===== config.mk =====
export PLATFORM = sky130hd
export DESIGN_NAME = mdx_track_stream_validator_top
export DESIGN_NICKNAME = d
export VERILOG_FILES = /design/src/rtl/mdxtsv_pkg.sv /design/src/rtl/mdx_track_stream_validator_top.sv
export VERILOG_INCLUDE_DIRS = /design/src /design/src/rtl
export SDC_FILE = /design/constraint.sdc
export NUM_CORES = 1
export LEC_CHECK = 0
export ABC_CLOCK_PERIOD_IN_PS = 8980
export BUFFER_PORTS_ARGS = -buffer_cell sky130_fd_sc_hd__buf_2
export CORE_ASPECT_RATIO = 0.8
export CORE_MARGIN = 3
export CORE_UTILIZATION = 30
export CTS_CLUSTER_SIZE = 30
export DETAILED_ROUTE_END_ITERATION = 7
export GPL_ROUTABILITY_DRIVEN = 0
export PLACE_DENSITY = 0.47
export SKIP_LAST_GASP = 1
export SLEW_MARGIN = 25
export SYNTH_ARGS = -nofsm -noshare
export SYNTH_HDL_FRONTEND = slang
export SYNTH_SLANG_ARGS = --single-unit
export TNS_END_PERCENT = 50

===== constraint.sdc =====
create_clock -name aclk -period 8.98 [get_ports aclk]
set_input_delay 1.796 -clock aclk [delete_from_list [all_inputs] [get_ports aclk]]
set_output_delay 1.796 -clock aclk [all_outputs]
set_load 0.02 [all_outputs]

===== src/rtl/mdx_track_stream_validator_top_assert.svh =====
// Assertion macros for the track stream validator.
// No dependencies; included by the top level only.
`ifndef MDX_TRACK_STREAM_VALIDATOR_TOP_ASSERT_SVH
`define MDX_TRACK_STREAM_VALIDATOR_TOP_ASSERT_SVH

// Same-cycle implication, checked out of reset.
`define MDX_ASSERT_IMPLY(label, clk, rst_n, ante, cons) \
    label: assert property (@(posedge clk) disable iff (!(rst_n)) (ante) |-> (cons)) \
        else $error("track validator assertion failed");

// Next-cycle implication, checked out of reset.
`define MDX_ASSERT_NEXT(label, clk, rst_n, ante, cons) \
    label: assert property (@(posedge clk) disable iff (!(rst_n)) (ante) |=> (cons)) \
        else $error("track validator assertion failed");

`endif


===== src/rtl/mdxtsv_pkg.sv =====
// Shared constants, codes and opcode decode for the track stream validator.
// No dependencies.
package mdxtsv_pkg;

    localparam int INSTR_LIMIT = 32768;
    localparam int TRACK_COUNT = 16;

    localparam int IDX_W  = 2;
    localparam int CFG_W  = 24;
    localparam int OFS_W  = 24;
    localparam int FOFS_W = 25;
    localparam int CNT_W  = 16;
    localparam int OUT_W  = 80;

    // request kinds on tuser
    localparam logic [1:0] FUNC_START = 2'd0;
    localparam logic [1:0] FUNC_DATA  = 2'd1;
    localparam logic [1:0] FUNC_END   = 2'd2;

    // configuration register indexes
    localparam logic [IDX_W-1:0] REG_MAX_INSTR = 2'd0;
    localparam logic [IDX_W-1:0] REG_BASE      = 2'd1;
    localparam logic [IDX_W-1:0] REG_CHANNEL   = 2'd2;
    localparam logic [IDX_W-1:0] REG_PCM       = 2'd3;

    // verdict codes
    localparam logic [3:0] ST_OK     = 4'd0;
    localparam logic [3:0] ST_TRUNC  = 4'd1;
    localparam logic [3:0] ST_REPEAT = 4'd2;
    localparam logic [3:0] ST_SYNC   = 4'd3;
    localparam logic [3:0] ST_OPCODE = 4'd4;
    localparam logic [3:0] ST_PCM    = 4'd5;
    localparam logic [3:0] ST_EXT    = 4'd6;
    localparam logic [3:0] ST_BUDGET = 4'd7;
    localparam logic [3:0] ST_LIMITS = 4'd8;

    localparam logic [7:0] OP_REST_MAX = 8'h7f;
    localparam logic [7:0] OP_NOTE_MAX = 8'hdf;
    localparam logic [7:0] OP_EXT_MAX  = 8'he7;
    localparam logic [7:0] OP_PCM8     = 8'he8;
    localparam logic [7:0] OP_SYNC     = 8'hef;
    localparam logic [7:0] OP_LOOP_END = 8'hf1;
    localparam logic [7:0] OP_REPEAT   = 8'hf6;

    typedef struct packed {
        logic [1:0] len;
        logic [3:0] err;
    } op_dec_t;

    // Command length from its first byte, or a fault code with length zero.
    function automatic op_dec_t op_decode(logic [7:0] op);
        op_dec_t d;
        d.len = 2'd0;
        d.err = ST_OK;
        if (op <= OP_REST_MAX) begin
            d.len = 2'd1;
        end else if (op <= OP_NOTE_MAX) begin
            d.len = 2'd2;
        end else begin
            unique case (op)
                8'hff, 8'hfd, 8'hfc, 8'hfb, 8'hf8, 8'hf1, 8'hf0, 8'hef: d.len = 2'd2;
                8'hfe, 8'hf6, 8'hf5, 8'hf4, 8'hf3, 8'hf2:               d.len = 2'd3;
                8'hf7, 8'hee:                                           d.len = 2'd1;
                OP_PCM8:                                                d.err = ST_PCM;
                default: d.err = (op <= OP_EXT_MAX) ? ST_EXT : ST_OPCODE;
            endcase
        end
        return d;
    endfunction

endpackage


===== src/rtl/mdx_track_stream_validator_top.sv =====
// Track stream validator: byte-serial command parser with one verdict per track.
// Depends on mdxtsv_pkg and mdx_track_stream_validator_top_assert.svh.
// Usage
//   s_ channel: one request per byte. s_tuser holds the kind (start track, data
//   byte, end of data); s_tdata holds the track byte. A start request arms the
//   parser and checks the instruction limit; data bytes are grouped into
//   commands; the end command or the first fault gives the verdict.
//   m_ channel: one verdict request per track, packed in m_tdata.
//   cfg_ channel: register writes, index and data; always ready. Write only
//   while no track request is in flight.
// Timing: a request is registered at acceptance and judged once the output
//   register can take a verdict, and its verdict loads the output register,
//   which drives m_tvalid.
// Throughput: one request per cycle while no verdict waits on m_tready, set by
//   the single judging stage that updates the parser state once per byte.
// Stall: while a verdict waits on m_tready, one more request is taken into the
//   input register; s_tready then drops until the verdict is taken.
// Reset (aresetn low, synchronous): registers return to defaults, the parser
//   is idle until a start request, and both channels are empty.
`include "mdx_track_stream_validator_top_assert.svh"

module mdx_track_stream_validator_top #(
    parameter int MAX_CMDS   = mdxtsv_pkg::INSTR_LIMIT,
    parameter int NUM_TRACKS = mdxtsv_pkg::TRACK_COUNT
) (
    input  logic                        aclk,
    input  logic                        aresetn,
    // input requests
    input  logic                        s_tvalid,
    output logic                        s_tready,
    input  logic [7:0]                  s_tdata,   // [7:0] data_byte
    input  logic [1:0]                  s_tuser,   // [1:0] func
    // verdicts
    output logic                        m_tvalid,
    input  logic                        m_tready,
    // [3:0] status, [28:4] fault_ofs, [32:29] channel_out,
    // [48:33] cmd_total, [73:49] terminal_offset, [79:74] zero
    output logic [mdxtsv_pkg::OUT_W-1:0] m_tdata,
    // configuration writes
    input  logic                        cfg_valid,
    output logic                        cfg_ready,
    input  logic [mdxtsv_pkg::IDX_W-1:0] cfg_index,
    input  logic [mdxtsv_pkg::CFG_W-1:0] cfg_data
);
    import mdxtsv_pkg::*;

    // configuration registers
    logic [CNT_W-1:0] max_instr_reg;
    logic [OFS_W-1:0] base_reg;
    logic [3:0]       channel_reg;
    logic             pcm_reg;

    // input register
    logic             in_valid_reg;
    logic [1:0]       in_func_reg;
    logic [7:0]       in_byte_reg;

    // parser state
    logic [OFS_W-1:0] cursor_reg, cursor_next;
    logic [OFS_W-1:0] istart_reg, istart_next;
    logic [CNT_W-1:0] count_reg, count_next;
    logic [7:0]       op_reg, op_next;
    logic [7:0]       second_reg, second_next;
    logic [1:0]       seen_reg, seen_next;
    logic [1:0]       need_reg, need_next;
    logic             finished_reg, finished_next;

    // output register
    logic              m_valid_reg;
    logic [OUT_W-1:0]  m_data_reg;

    logic              advance;
    logic              res_valid;
    logic              res_fail;
    logic [3:0]        fail_code;
    logic [OFS_W-1:0]  fail_rel;
    logic [3:0]        res_status;
    logic [FOFS_W-1:0] res_offset;
    logic [CNT_W-1:0]  res_count;
    logic [FOFS_W-1:0] res_term;
    op_dec_t           dec;

    // Judge the held request when the output register can take a verdict.
    assign advance   = in_valid_reg && (!m_valid_reg || m_tready);
    assign s_tready  = !in_valid_reg || advance;
    assign cfg_ready = 1'b1;
    assign m_tvalid  = m_valid_reg;
    assign m_tdata   = m_data_reg;
    assign dec       = op_decode(in_byte_reg);

    always_ff @(posedge aclk) begin
        if (!aresetn) begin
            max_instr_reg <= CNT_W'(MAX_CMDS);
            base_reg      <= '0;
            channel_reg   <= '0;
            pcm_reg       <= 1'b0;
        end else if (cfg_valid && cfg_ready) begin
            unique case (cfg_index)
                REG_MAX_INSTR: max_instr_reg <= cfg_data[CNT_W-1:0];
                REG_BASE:      base_reg      <= cfg_data[OFS_W-1:0];
                REG_CHANNEL:   channel_reg   <= cfg_data[3:0];
                REG_PCM:       pcm_reg       <= cfg_data[0];
                default: ;
            endcase
        end
    end

    // Capture a request; hold it until judged.
    always_ff @(posedge aclk) begin
        if (!aresetn) begin
            in_valid_reg <= 1'b0;
        end else if (s_tready) begin
            in_valid_reg <= s_tvalid;
        end
    end

    always_ff @(posedge aclk) begin
        if (s_tready && s_tvalid) begin
            in_func_reg <= s_tuser;
            in_byte_reg <= s_tdata;
        end
    end

    always_comb begin
        cursor_next   = cursor_reg;
        istart_next   = istart_reg;
        count_next    = count_reg;
        op_next       = op_reg;
        second_next   = second_reg;
        seen_next     = seen_reg;
        need_next     = need_reg;
        finished_next = finished_reg;
        res_valid     = 1'b0;
        res_fail      = 1'b0;
        fail_code     = ST_OK;
        fail_rel      = '0;

        if (advance) begin
            unique case (in_func_reg)
                FUNC_START: begin
                    cursor_next   = '0;
                    istart_next   = '0;
                    count_next    = '0;
                    op_next       = '0;
                    second_next   = '0;
                    seen_next     = '0;
                    need_next     = '0;
                    finished_next = 1'b0;
                    if (max_instr_reg == '0 ||
                        max_instr_reg > CNT_W'(MAX_CMDS)) begin
                        res_fail  = 1'b1;
                        fail_code = ST_LIMITS;
                    end
                end
                FUNC_END: begin
                    if (!finished_reg) begin
                        res_fail  = 1'b1;
                        fail_code = ST_TRUNC;
                        fail_rel  = (seen_reg != 2'd0) ? istart_reg : cursor_reg;
                    end
                end
                FUNC_DATA: begin
                    if (!finished_reg) begin
                        // Step one byte into the current command.
                        unique case (seen_reg)
                            2'd0: begin
                                if (count_reg == max_instr_reg) begin
                                    res_fail  = 1'b1;
                                    fail_code = ST_BUDGET;
                                    fail_rel  = cursor_reg;
                                end else if (dec.err != ST_OK) begin
                                    res_fail  = 1'b1;
                                    fail_code = dec.err;
                                    fail_rel  = cursor_reg;
                                end else begin
                                    istart_next = cursor_reg;
                                    op_next     = in_byte_reg;
                                    second_next = '0;
                                    need_next   = dec.len;
                                    seen_next   = 2'd1;
                                end
                            end
                            2'd1: begin
                                second_next = in_byte_reg;
                                if (op_reg == OP_LOOP_END && in_byte_reg != 8'd0) begin
                                    need_next = 2'd3;
                                end
                                if (op_reg == OP_SYNC && in_byte_reg >= 8'(NUM_TRACKS)) begin
                                    res_fail  = 1'b1;
                                    fail_code = ST_SYNC;
                                    fail_rel  = istart_reg;
                                end
                                seen_next = 2'd2;
                            end
                            default: begin
                                if (op_reg == OP_REPEAT && in_byte_reg != 8'd0) begin
                                    res_fail  = 1'b1;
                                    fail_code = ST_REPEAT;
                                    fail_rel  = istart_reg;
                                end
                                seen_next = 2'd3;
                            end
                        endcase

                        if (!res_fail) begin
                            cursor_next = cursor_reg + OFS_W'(1);
                            // Close the command once all its bytes are in.
                            if (seen_next >= need_next) begin
                                if (pcm_reg && !(op_next <= OP_REST_MAX) &&
                                    !(op_next == OP_LOOP_END && second_next == 8'd0 &&
                                      need_next == 2'd2)) begin
                                    res_fail  = 1'b1;
                                    fail_code = ST_PCM;
                                    fail_rel  = istart_next;
                                end else begin
                                    count_next = count_reg + CNT_W'(1);
                                    seen_next  = 2'd0;
                                    if (op_next == OP_LOOP_END && second_next == 8'd0 &&
                                        need_next == 2'd2) begin
                                        res_valid     = 1'b1;
                                        finished_next = 1'b1;
                                    end
                                end
                            end
                        end
                    end
                end
                default: ;
            endcase

            if (res_fail) begin
                res_valid     = 1'b1;
                finished_next = 1'b1;
            end
        end
    end

    // Fold faults of a PCM track into the PCM code, except truncation,
    // budget and limits.
    always_comb begin
        res_status = ST_OK;
        res_offset = '0;
        res_count  = count_next;
        res_term   = {1'b0, base_reg} + {1'b0, istart_next};
        if (res_fail) begin
            res_status = fail_code;
            if (pcm_reg && fail_code != ST_TRUNC && fail_code != ST_BUDGET &&
                fail_code != ST_LIMITS) begin
                res_status = ST_PCM;
            end
            res_offset = {1'b0, base_reg} + {1'b0, fail_rel};
            res_count  = '0;
            res_term   = '0;
        end
    end

    always_ff @(posedge aclk) begin
        if (!aresetn) begin
            cursor_reg   <= '0;
            istart_reg   <= '0;
            count_reg    <= '0;
            op_reg       <= '0;
            second_reg   <= '0;
            seen_reg     <= '0;
            need_reg     <= '0;
            finished_reg <= 1'b1;
        end else begin
            cursor_reg   <= cursor_next;
            istart_reg   <= istart_next;
            count_reg    <= count_next;
            op_reg       <= op_next;
            second_reg   <= second_next;
            seen_reg     <= seen_next;
            need_reg     <= need_next;
            finished_reg <= finished_next;
        end
    end

    // Verdict register: load on a verdict, drop once taken.
    always_ff @(posedge aclk) begin
        if (!aresetn) begin
            m_valid_reg <= 1'b0;
        end else if (res_valid) begin
            m_valid_reg <= 1'b1;
        end else if (m_tready) begin
            m_valid_reg <= 1'b0;
        end
    end

    always_ff @(posedge aclk) begin
        if (res_valid) begin
            m_data_reg <= {6'd0, res_term, res_count, channel_reg, res_offset, res_status};
        end
    end

    `MDX_ASSERT_IMPLY(a_ok_has_count, aclk, aresetn,
        m_tvalid && m_tdata[3:0] == ST_OK, m_tdata[48:33] != '0)
    `MDX_ASSERT_IMPLY(a_stall_only_when_full, aclk, aresetn,
        !s_tready, in_valid_reg && m_valid_reg && !m_tready)
    `MDX_ASSERT_NEXT(a_verdict_lands, aclk, aresetn,
        res_valid, m_tvalid && finished_reg)
endmodule

==> results.md <==
* Hold crit path type: reg -> reg
* Reg2Reg Depth at 24
* First-pass GRT wire length at 58,200 um
* CP dominant cell by count: nor2_1
* Yosys cell types at 75
* Initial antenna violation count at 0
* Synth top area cells: dfxtp_1 22%, edfxtp_1 21%, ha_1 5.8%
* Synth Warn # at 0
* Worst setup SP type: register
* Most used DFF post-synth: dfxtp_1
* Die Area at 42,700 sq um
* Worst-Margin Slew at 1080 ps
* Reg-to-reg slack, setup at between 1500 and 2000 ps
* Via density at 5.28
* Min Tclk post-route at 7310 ps
* Worst EP required at 9270 ps
* I/O pin total at about 120
* Inst Count DP at 1,918
* Max-slew headroom at 27.8%
* Reg-to-reg critical path endpoint: m_tdata[27]
* Slowest-stage cell, CP: a311oi_1
* Post-route cell area at roughly 14,000 sq um
* P per Cell Area at about 160 nW/um^2
* Async set or reset register ratio after synthesis at 0%
* Nets at 1,508
* Final setup fails at 0
* Routed len/inst at 19.0 um
* Layout Utilization at 35.4%
* WHS at 430 ps
* Initial Util at between 30% and 40%
* Routed Antenna Nets at 0
* FF+latch count, synth at 216
* Worst slack, placed at 1520 ps
* Detailed Routing Iterations Pass 1 at 5
* Crit-path cells: xor2_1 -> nor4_1 -> and4_1 -> nor2_1 -> a221oi_1 -> inv_2 -> ha_1 -> a21oi_1 -> nor2_1 -> nand2_2 -> nor2_2 -> a221oi_1 -> o21ai_0 -> ha_1 -> or4_1 -> o21ai_0 -> a31oi_1 -> a211oi_1 -> o21bai_1 -> a211o_1 -> a311oi_1 -> o21bai_1 -> xnor2_1 -> nor2_1
* Routed wire length at approximately 37,000 um
* Final hold viol count at 0
* Number of global-route vias before repair at 9,684
* Layout cells sized above 1 at 13.7%
* Area Overhead vs Synth at 16.2%
* Top cell type's share of synthesized area at between 20 and 25%
* Sequential cell area fraction in the yosys report at approximately 43%
* Number of max-cap violations at 0
* Largest net degree at the start of global routing at 80
* Postcts setup bufs at 0
* RSZ-0062 raised after global routing: no
* Sinks on Clock Net at 216
* Worst Path Max Fanout at 13
* CTS tree: yes
* Number of hold buffers added after CTS at 0
* PnR worst setup slack at 1670 ps
* Die width at between 200 and 250 um
* Part of the cycle the worst path needs at 81.4%
* Crit Path Class: reg -> reg
* Most frequent cells in the layout: 137 x nor2_1, 132 x dfxtp_1, 125 x nand2_1, 116 x buf_2, 96 x a21oi_1
* Clock Skew at 34.2 ps
* Post-placement cell area at 13,100 sq um
* Worst EP arrival at about 7600 ps
* GRT Total Usage at between 10% and 20%
* Vias at 10,400
* Syn Std Cell Area at roughly 12,000 sq um
* Iter 0 DRT Violations at 808
* CP startpoint: count_reg[2]
* Element type at the critical path end: register
* Core Region at 39,600 sq um
* Non-Filler Instances at 1,965
* TritonCTS Buffers at 25
* Peak VDD IR at 0.000132 V
* Max Root-Sink Buffers at 3
* LEAKAGE at 5.52 nW
* Fin. max-slew vios at 0
* Die Span Y at 185 um
* PostCTS Resize Cnt at 0
* Post-synth EDFFs at 84
* CTS H-tree depth at 1
* DRC at 0
* Max incr delay on CP at 610 ps
* CP Capture Point: m_tdata[27]
* Clock root buffer: clkbuf_16
* Detail Placement HPWL at 27,100 um
* Clk_lat worst skew at 560 ps
* Clk slew on worst S/H paths at roughly 60 ps
* Worst r2r src: count_reg[2]
* Syn Inst Count at 1,327
* Mean Syn Cell Area at slightly above 9 sq um
* Number of flip-flops in the largest register at 74
* Outcome: finished clean
* Grt ovf at 0
* Synth area leader: dfxtp_1
* Rows at 65
* TNS Setup at 0 ps
* Overall Power at 2.29 mW
* Fmax at about 0.14 GHz
* Commonest non-fill, non-tap cell in the layout: nor2_1
* Port Buffers at between 100 and 150
[critical path: cells and delay by family, from the launching register on]
kind,cells,cell delay [ps]
adders and majority gates,2,660
and+or+nand+nor,8,2550
buffers and inverters,1,130
xor gates and xnor gates,2,280
AOI/OAI and AO/OA,11,2840
DFF,1,570
[how the worst min path moves through the flow]
stage                   startpoint           to  slack, ps  cells after the start
floorplan           channel_reg[0]  m_tdata[29]        410                      0
global placement    channel_reg[0]  m_tdata[29]        420                      0
detailed placement  channel_reg[0]  m_tdata[29]        420                      0
CTS                 channel_reg[2]  m_tdata[31]        430                      0
global route        channel_reg[2]  m_tdata[31]        440                      0
finish              channel_reg[2]  m_tdata[31]        430                      0
[cell usage after synthesis (21+ instances only)]
| cell type | count |
|---|---|
| a22oi_1 | 45 |
| nand2_1 | 125 |
| and3_1 | 26 |
| a221oi_1 | 26 |
| xnor2_1 | 21 |
| ha_1 | 56 |
| and2_1 | 41 |
| o21ai_0 | 77 |
| xor2_1 | 46 |
| nand3_1 | 21 |
| edfxtp_1 | 84 |
| clkbuf_1 | 63 |
| a21oi_1 | 97 |
| nor2_1 | 138 |
| a22o_1 | 49 |
| dfxtp_1 | 132 |
[layer usage]
metal / GRT usage [%] / vias to the layer above / wire (um)
met3: 2.71 / 35 / 2140
met5: 0 / - / 0
li1: - / 5049 / -
met1: 27.9 / 5004 / 20000
met2: 23.8 / 292 / 14500
met4: 3.29 / 0 / 655
[layout make-up]
| class | count | area, sq um |
|---|---|---|
| Antenna cell | 1 | 2.50 |
| Sequential cell | 216 | 5160 |
| Clock buffer | 39 | 729 |
| Tap cell | 536 | 671 |
| Fill cell | 4108 | 25600 |
| Inverter | 19 | 71.3 |
| Clock inverter | 7 | 131 |
| Multi-Input combinational cell | 1018 | 6580 |
| Timing Repair Buffer | 129 | 678 |
[where the power goes]
group          total [mW]  internal (mW)  switching (mW)
sequential           1.06           1.04          0.0194
combinational       0.160         0.0493           0.110
clock                1.08          0.648           0.428
total                2.29           1.73           0.558
[kinds of logic (layout without fill, tap and decap cells)]
group	after synthesis	in the layout	synth area share (%)
compound gates	403	403	22.7
xor+xnor	67	67	4.86
fa+ha+maj	58	58	6.14
buf+inv	98	194	3.36
flops	216	216	42.8
mux	8	8	0.674
other cells	2	8	0.0622
simple gates	475	475	19.4
(Power assumes the default switching activity.)
